[src/rtl/saes_pkg.sv]
// Shared types, S-box tables and GF(16) helpers for the simplified AES cipher.
// No dependencies; imported by saes_core, simplified_aes_cipher and saes_checker.
package saes_pkg;

  typedef logic [3:0]  nibble_t;
  typedef logic [7:0]  byte_t;
  typedef logic [15:0] block_t;

  localparam logic [2:0] ADDR_CIPHER_KEY = 3'd0;

  localparam byte_t RCON1 = 8'h80;
  localparam byte_t RCON2 = 8'h30;

  localparam nibble_t SBOX_FWD [16] = '{
    4'h9, 4'h4, 4'hA, 4'hB, 4'hD, 4'h1, 4'h8, 4'h5,
    4'h6, 4'h2, 4'h0, 4'h3, 4'hC, 4'hE, 4'hF, 4'h7
  };

  localparam nibble_t SBOX_INV [16] = '{
    4'hA, 4'h5, 4'h9, 4'hB, 4'h1, 4'h7, 4'h8, 4'hF,
    4'h6, 4'h0, 4'h2, 4'h3, 4'hC, 4'h4, 4'hD, 4'hE
  };

  // multiply by x modulo x^4+x+1
  function automatic nibble_t gf_xtime(nibble_t n);
    return {n[2:0], 1'b0} ^ (n[3] ? 4'h3 : 4'h0);
  endfunction

  function automatic nibble_t gf_mul2(nibble_t n);
    return gf_xtime(n);
  endfunction

  function automatic nibble_t gf_mul4(nibble_t n);
    return gf_xtime(gf_xtime(n));
  endfunction

  function automatic nibble_t gf_mul9(nibble_t n);
    return gf_xtime(gf_xtime(gf_xtime(n))) ^ n;
  endfunction

  function automatic block_t sub_nibbles(block_t v, logic inv);
    block_t r;
    for (int i = 0; i < 4; i++) begin
      r[4*i +: 4] = inv ? SBOX_INV[v[4*i +: 4]] : SBOX_FWD[v[4*i +: 4]];
    end
    return r;
  endfunction

  // swap second and fourth nibble
  function automatic block_t shift_rows(block_t v);
    return {v[15:12], v[3:0], v[7:4], v[11:8]};
  endfunction

  function automatic block_t mix_columns(block_t v, logic inv);
    nibble_t n0, n1, n2, n3;
    nibble_t m0, m1, m2, m3;
    n0 = v[15:12];
    n1 = v[11:8];
    n2 = v[7:4];
    n3 = v[3:0];
    if (inv) begin
      m0 = gf_mul9(n0) ^ gf_mul2(n1);
      m1 = gf_mul2(n0) ^ gf_mul9(n1);
      m2 = gf_mul9(n2) ^ gf_mul2(n3);
      m3 = gf_mul2(n2) ^ gf_mul9(n3);
    end else begin
      m0 = n0 ^ gf_mul4(n1);
      m1 = gf_mul4(n0) ^ n1;
      m2 = n2 ^ gf_mul4(n3);
      m3 = gf_mul4(n2) ^ n3;
    end
    return {m0, m1, m2, m3};
  endfunction

  function automatic byte_t key_g(byte_t w, byte_t rcon);
    return {SBOX_FWD[w[3:0]], SBOX_FWD[w[7:4]]} ^ rcon;
  endfunction

endpackage

[src/rtl/simplified_aes_cipher.sv]
// Simplified AES block cipher, 16-bit block and key. Top level with APB key register.
// Depends on saes_pkg and saes_core.
//
// A word is taken at every clock edge where start is high; busy never rises, so one
// word per cycle is sustained. Each word passes an input register, one combinational
// pass of both cipher rounds and the key schedule, and the result register. done and
// result_block are loaded by that result register; done is high for exactly one cycle
// per word. The receiver cannot stall the output. APB writes to addresses 0 to 3 all
// set the key. The key sits at APB address 0 and must only change while no word is in flight.
module simplified_aes_cipher (
  input  logic             clk,
  input  logic             rst,
  input  logic             psel,
  input  logic             penable,
  input  logic             pwrite,
  input  logic [2:0]       paddr,
  input  logic [31:0]      pwdata,
  output logic [31:0]      prdata,
  output logic             pready,
  input  logic             start,
  output logic             busy,
  input  logic             cmd,
  input  saes_pkg::block_t data_block,
  output logic             done,
  output saes_pkg::block_t result_block
);
  import saes_pkg::*;

  block_t cipher_key;
  logic   in_valid;
  logic   in_cmd;
  block_t in_block;
  block_t core_out;
  logic   key_hit;

  assign pready  = 1'b1;
  assign busy    = 1'b0;
  assign key_hit = (paddr == ADDR_CIPHER_KEY);
  assign prdata  = key_hit ? {16'h0000, cipher_key} : 32'h0000_0000;

  always_ff @(posedge clk) begin
    if (rst) begin
      cipher_key <= '0;
    end else if (psel && penable && pwrite && pready && !paddr[2]) begin
      cipher_key <= pwdata[15:0];
    end
  end

  always_ff @(posedge clk) begin
    if (rst) begin
      in_valid <= 1'b0;
      done     <= 1'b0;
    end else begin
      in_valid <= start && !busy;
      done     <= in_valid;
    end
  end

  always_ff @(posedge clk) begin
    if (start && !busy) begin
      in_cmd   <= cmd;
      in_block <= data_block;
    end
    result_block <= core_out;
  end

  saes_core u_core (
    .dec  (in_cmd),
    .key  (cipher_key),
    .din  (in_block),
    .dout (core_out)
  );

endmodule

[src/rtl/saes_core.sv]
// Combinational two-round cipher datapath with round-key expansion.
// Depends on saes_pkg.
module saes_core (
  input  logic            dec,
  input  saes_pkg::block_t key,
  input  saes_pkg::block_t din,
  output saes_pkg::block_t dout
);
  import saes_pkg::*;

  byte_t  w2, w3, w4, w5;
  block_t k1, k2;
  block_t e0, e1, e2;
  block_t d0, d1, d2;

  always_comb begin
    w2 = key[15:8] ^ key_g(key[7:0], RCON1);
    w3 = w2 ^ key[7:0];
    w4 = w2 ^ key_g(w3, RCON2);
    w5 = w4 ^ w3;
    k1 = {w2, w3};
    k2 = {w4, w5};
  end

  always_comb begin
    e0 = shift_rows(sub_nibbles(din ^ key, 1'b0));
    e1 = mix_columns(e0, 1'b0) ^ k1;
    e2 = shift_rows(sub_nibbles(e1, 1'b0)) ^ k2;

    d0 = sub_nibbles(shift_rows(din ^ k2), 1'b1) ^ k1;
    d1 = mix_columns(d0, 1'b1);
    d2 = sub_nibbles(shift_rows(d1), 1'b1) ^ key;

    dout = dec ? d2 : e2;
  end

endmodule

[config.mk]
export PLATFORM = sky130hd
export DESIGN_NAME = simplified_aes_cipher
export DESIGN_NICKNAME = d
export VERILOG_FILES = /design/src/rtl/saes_pkg.sv /design/src/rtl/simplified_aes_cipher.sv /design/src/rtl/saes_core.sv
export SDC_FILE = /design/constraint.sdc
export NUM_CORES = 1
export LEC_CHECK = 0
export ABC_AREA = 1
export BUFFER_PORTS_ARGS = -buffer_cell sky130_fd_sc_hd__buf_4
export CORE_UTILIZATION = 61
export DETAILED_ROUTE_END_ITERATION = 6
export GPL_TIMING_DRIVEN = 0
export PLACE_DENSITY = 0.83
export SYNTH_ARGS = -nofsm -noshare
export SYNTH_HDL_FRONTEND = slang
export SYNTH_SLANG_ARGS = --single-unit
[constraint.sdc]
create_clock -name clk -period 5.2 [get_ports clk]
set_clock_uncertainty 0.15 [all_clocks]
set_input_delay 0 -clock clk [delete_from_list [all_inputs] [get_ports clk]]
set_output_delay 0 -clock clk [all_outputs]
set_load 0.01 [all_outputs]
-- Yosys cells after proc, flatten, opt, wreduce, memory -nomap -nowiden
Memories as Yosys holds them, arrays and structs flattened.
Index checks and enable logic that the tools add are counted.
- reductions and logical operators: 5
- magnitude comparators: 20
- bitwise gates (word level): 64
- multiplexer cells: 62
- operators by type and width (kind ; number):
    $mux 4 ; 40
    $xor 4x4->4 ; 32
    $ge 5x5->1 const B ; 20
    $not 4->5 ; 20
    $xor 16x16->16 ; 6
    $mux 2 ; 20
    $mux 16 ; 2
    $xor 8x8->8 ; 4
    $logic_and 1x1->1 ; 3
    $logic_not 3->1 ; 1
    $not 2->2 ; 1
    $logic_not 1->1 ; 1
    $not 1->1 ; 1
- memories: 20
- register bits: 51
- input bits: 58
- ROM bits: 1280
- logic and storage cells: 177
- memories (name ; words ; bits a word ; rd ports ; clocked after memory_dff ; wr ports ; RTL line ; source):
    (no name shown) ; 16 ; 4 ; 1 ; 0 ; 0 ; saes_pkg.sv:44 ; r[4*i +: 4] = inv ? SBOX_INV[v[4*i +: 4]] : SBOX_FWD[v[4*i +: 4]];
    (no name shown) ; 16 ; 4 ; 1 ; 0 ; 0 ; saes_pkg.sv:44 ;
    (no name shown) ; 16 ; 4 ; 1 ; 0 ; 0 ; saes_pkg.sv:76 ; return {SBOX_FWD[w[3:0]], SBOX_FWD[w[7:4]]} ^ rcon;
    (no name shown) ; 16 ; 4 ; 1 ; 0 ; 0 ; saes_pkg.sv:44 ;
    (no name shown) ; 16 ; 4 ; 1 ; 0 ; 0 ; saes_pkg.sv:44 ;
    (no name shown) ; 16 ; 4 ; 1 ; 0 ; 0 ; saes_pkg.sv:44 ;
    +14 memories ; - ; - ; - ; - ; - ; - ;

-- Logic depth before layout (Yosys ltp)
- word-level depth: 34
- mapped depth: 42
- mapped depth without buffers: 41

-- Hierarchy
Synthesis repeated with hierarchy kept, for this count alone.
- cell total of the unflattened synthesis: 1387
- area total of the unflattened synthesis: 8937.3 um^2
- modules (own cells, without submodules) (module ; times used ; cells each ; area each (um^2)):
    saes_core ; 1 ; 1185 ; 7038.0
    simplified_aes_cipher ; 1 ; 202 ; 1899.3

-- Worst setup path before layout
OpenSTA, ideal clock, no wires.
- kind: register to register
- start point: register cipher_key[4]
- end point: register result_block[4]
- path slack: 620 ps
- stages on the path, launching flop included: 35
- data required time: 4937 ps
- arrival time: 4317 ps
- buffers on the path: 0
- cell sequence: dfxtp_1 -> clkinv_1 -> ha_1 -> inv_1 -> nand2_1 -> nand3_1 -> nand2_1 -> nand2_1 -> nand3_1 -> nand2_2 -> ha_1 -> inv_1 -> nand3_1 -> nand2_1 -> inv_1 -> nand2_1 -> nand2_4 -> xor2_4 -> inv_2 -> ha_1 -> nand3b_1 -> nand3_1 -> nand2_1 -> nand2_1 -> nand3_1 -> nand2_2 -> nand2_1 -> nand2_1 -> inv_1 -> ha_1 -> or2_0 -> nand3_1 -> nand3_1 -> nand3_1 -> nand2_1
- word-level cells in the longest chain between the ends: 31
- elaborated cells between the ends (all ways): 55
- classes of those cells: mux (21); bitwise (26); memory (8)
- RTL lines (item ; RTL line ; source):
    from (decl) ; simplified_aes_cipher.sv:29 ; block_t cipher_key;
    from (signal assigned) ; simplified_aes_cipher.sv:45 ; cipher_key <= pwdata[15:0];
    $not 4->5 (not written as such) ; saes_pkg.sv:76 ;
    $mem_v2 16x4 ; - ;
    $mux 4 (not written as such) (2 in a row) ; saes_pkg.sv:76 ;
    $xor 8x8->8 ; saes_core.sv:17 ; w2 = key[15:8] ^ key_g(key[7:0], RCON1);
    $xor 8x8->8 ; saes_core.sv:18 ; w3 = w2 ^ key[7:0];
    $not 4->5 (not written as such) ; saes_pkg.sv:76 ;
    $mem_v2 16x4 ; - ;
    $mux 4 (not written as such) (2 in a row) ; saes_pkg.sv:76 ;
    (+13 left out) ; - ;
    $xor 4x4->4 ; saes_pkg.sv:38 ; return gf_xtime(gf_xtime(gf_xtime(n))) ^ n;
    $xor 4x4->4 ; saes_pkg.sv:64 ; m2 = gf_mul9(n2) ^ gf_mul2(n3);
    $not 4->5 (not written as such) ; saes_pkg.sv:44 ;
    $mem_v2 16x4 ; - ;
    $mux 4 (not written as such) (2 in a row) ; saes_pkg.sv:44 ;
    $xor 16x16->16 ; saes_core.sv:32 ; d2 = sub_nibbles(shift_rows(d1), 1'b1) ^ key;
    $mux 16 * ; saes_core.sv:34 ; dout = dec ? d2 : e2;
    net core_out[4] ; simplified_aes_cipher.sv:33 ; block_t core_out;
    to (signal assigned) ; simplified_aes_cipher.sv:64 ; result_block <= core_out;
    to (decl) ; simplified_aes_cipher.sv:25 ; output saes_pkg::block_t result_block
Mark *: on every way through the listed nets, which the timed path passes. The rest lies on a longest branch. The select of a mux whose other input is x is not followed.
A chain may end at the register's enable or synchronous reset.

-- Final worst setup path
- start point: register cipher_key[5]
- end point: register result_block[5]
Same word-level chain as after synthesis.

==> flow_summary.yaml <==
run_status:
  status: "finished clean"
pwr:
  ir_worst_vdd_mv: 0.4431
  power_density_nw_per_um2: 485.5
  power_mw: 4.912
  power_leakage_nw: 5.246
critical_path:
  slowest_stage: "dfxtp_2"
  critical-path-top-delay-family: "simple AND/OR/NAND/NOR gates"
  max_stage_delay_ns: 0.36
  arrival_ns: 4.95
  worstReg2RegStart: "cipher_key[5]"
  cp-end-kind: "register"
  critical_path_buf_inv_count: 8
  crit_path_start_kind: "register"
  crit_top_cell: "nand2_1"
  ff2ff_path_depth: 37
  critPathMaxFanout: 11
  r2r_slack_ns: 0.29
  worstPathRequired_ns: 5.24
  r2r_end: "result_block[5]"
  crit_type: "register to register"
floorplanning:
  dieArea_sq_um: 14520
  dieWidth_microns: 120.5
  rows: 42
  core_sq_um: 13450
  io_pins: 109
  dieHeight_microns: 120.5
  start_util: 0.6368
routing:
  via_per_inst: 5.729
  post-route-drc-count: 0
  vias: 9315
  ant_nets: 0
  drt-total-wl_microns: 26680
  dr.pass1.iters: 6
  wl_per_cell_microns: 16.41
  drt_iter0_markers: 1102
flow_run:
  drv_cap: 0
clocking:
  cts_max_level: 2
  ctsRootBufferMaster: "clkbuf_16"
  cts_tree: "built"
  clk_pin_slew_ns: 0.08
  cts_sinks: 51
  clk_latency_ns: 0.32
  cts_buffer_depth: 2
  numCtsBuffers: 5
sta:
  tightest_slew_ns: 0.8308
  hold_viol_final: 0
  timing.fmax_mhz: 203.8
  slew_violations: 0
  timing.hold.ws_ns: 0.2434
  setup_viol: 0
  relSlewSlack: 0.4421
  period_needed_ns: 4.908
  min_period_over_period: 0.9438
synthesis:
  synthArstFlopShare: 0
  synth_edf_count: 17
  synth-seq-cells: 51
  synth_cells: 1303
  netlist_area_sq_um: 8567
  yosysSeqAreaShare: 0.1390
  synth_flop_cell: "dfxtp_1"
  synth.avg_cell_area_sq_um: 6.575
  synth_warnings: 0
  ys_types: 53
placement:
  gp_congestion: 0.9925
  port_buffers: 73
  hpwl_microns: 19270
  post_dp_cell_area_sq_um: 9395
grt:
  first_global_vias: 8353
  grt_overflow_total: 0
  antenna_found_initial: 0
  grt_first_pass_wirelength_microns: 41700
  grt_max_degree: 19
  track_usage: 0.3662
hold_path:
  holdPathEnd: "in_valid"
  hold_path_depth: 3
  min_from: "rst"
  hp-class: "primary input to register"
layout:
  antenna-diode-count: 0
  final_util: 0.7520
  nets: 1626
  area_growth_pct: 18.10
  drive_gt1_frac: 0.2062
  fillers: 1071
  final_cell_area_sq_um: 10120
==> cells in the mapped netlist (3+ instances only) <==
| cell type | count | share of area |
|---|---|---|
| ha_1 | 119 | 0.17 |
| o31ai_1 | 7 | 0.0061 |
| xnor2_1 | 19 | 0.019 |
| nand3_2 | 25 | 0.029 |
| a21oi_1 | 19 | 0.011 |
| or2_0 | 4 | 0.0029 |
| o21ai_1 | 10 | 0.0058 |
| dfxtp_1 | 34 | 0.079 |
| nand2_2 | 70 | 0.051 |
| o22ai_1 | 3 | 0.0022 |
| a211oi_1 | 16 | 0.014 |
| clkbuf_1 | 8 | 0.0035 |
| edfxtp_1 | 17 | 0.060 |
| nor3_1 | 3 | 0.0018 |
| or2_1 | 5 | 0.0037 |
| inv_1 | 111 | 0.049 |
| inv_2 | 33 | 0.014 |
| nand3_1 | 189 | 0.11 |
| nor2_1 | 62 | 0.027 |
| xor2_1 | 34 | 0.035 |
| nand2_4 | 19 | 0.025 |
| nand4_1 | 22 | 0.016 |
| o211ai_1 | 11 | 0.0096 |
| nand3_4 | 3 | 0.0061 |
| or2_2 | 4 | 0.0029 |
| o21ai_0 | 46 | 0.027 |
| nand3b_1 | 10 | 0.0088 |
| buf_4 | 23 | 0.020 |
| nand2_1 | 345 | 0.15 |
==> what timing repair did <==
| action | 4_1_cts | 5_1_grt |
|---|---|---|
| pin swaps | 0 | 3 |
| gates resized for setup | 7 | 25 |
| endpoints found under the setup margin | 16 | 16 |
| hold buffers | 43 | 0 |
| endpoints found under the hold margin | 51 | 0 |
| buffers inserted | 0 | 7 |
==> layout make-up <==
class                   instances  area, sq um  share of cell area
plain buffers                  36        254.0             0.02511
clock buffers                   5        125.1             0.01237
clock inverters                 3        22.52            0.002226
inverters                     147        571.8             0.05652
multi-input cells            1085         6691              0.6614
flip-flops and latches         51         1201              0.1187
well taps                     176        220.2             0.02177
repair buffers                123         1031              0.1019
==> kinds of logic (layout without fill, tap and decap cells) <==
group                    after synthesis  after routing  share of synthesized area
AO/OA/AOI/OAI                        123            123                    0.08734
XOR/XNOR                              56             56                    0.06120
adder cells (fa/ha/maj)              119            119                     0.1738
buffers and inverters                183            314                    0.09304
flip-flops                            51             51                     0.1390
other                                  2             18                  0.0008766
AND/OR/NAND/NOR                      769            769                     0.4447
==> sequential cells by signal (all words and copies together) (netlist names) <==
register      count
cipher_key       16
in_block         16
result_block     16
done              1
in_cmd            1
in_valid          1
==> through the flow <==
stage          std cells  TNS [ns]  setup slack (ns)
6_report            1626         0            0.2922
5_1_grt             1626   -0.2760          -0.06235
4_1_cts             1619         0          0.004071
3_5_place_dp        1568    -5.879           -0.6153
3_3_place_gp        1568    -4.548           -0.5209
2_1_floorplan       1319         0            0.6196
==> worst max path at each step <==
stage	slack, ns	endpoint	depth (start not counted)	from
after floorplan	0.62	result_block[4]	34	cipher_key[4]
after global placement	-0.52	result_block[4]	34	cipher_key[0]
after detailed placement	-0.62	result_block[4]	35	cipher_key[0]
after CTS	0.004	result_block[4]	34	cipher_key[4]
after global routing	-0.06	result_block[5]	36	cipher_key[4]
final	0.29	result_block[5]	37	cipher_key[5]
==> power by group <==
group	total (mW)	internal, mW	switching, mW
clock network	0.357	0.181	0.176
registers	0.541	0.503	0.0377
logic	4.01	1.37	2.64
==> placed cells by master, fill, tap and decap left out, types with 3 or more instances in the layout <==
master         synthesis  routed
nand3b_1              10      10
nand2_4               19      24
inv_4                  1       4
nand4_1               22      22
o22ai_1                3       3
nand2_1              345     336
ha_1                 119     119
o211ai_1              11      11
o21ai_0               46      46
nand3_4                3       3
xor2_1                34      34
o31ai_1                7       7
o21ai_1               10      10
clkinv_4               0       3
nand2_2               70      74
buf_4                 23     101
nand3_2               25      26
xnor2_1               19      19
inv_1                111     111
nor3_1                 3       3
inv_2                 33      30
or2_2                  4       4
or2_0                  4       4
a211oi_1              16      16
or2_1                  5       5
nor2_1                62      62
dfxtp_1               34      30
clkbuf_1               8       8
dlygate4sd3_1          0      43
conb_1                 2      18
nand3_1              189     188
a21oi_1               19      19
clkbuf_16              0       5
buf_6                  2       3
edfxtp_1              17      17
==> layer usage <==
layer,GRT usage,share of wire,vias to the layer above,wire [microns]
li1,-,-,4521,-
met1,0.4703,0.41,4197,10940
met2,0.6038,0.45,509,12080
met3,0.07311,0.098,88,2620
met4,0.1366,0.039,0,1038
met5,0,0,-,0
==> worst min-delay path: stages <==
cell and delay, ns:
clkbuf_1 0.20, clkbuf_1 0.30, nor2_1 0.16
No activity file was read; power rests on OpenSTA's default activity.
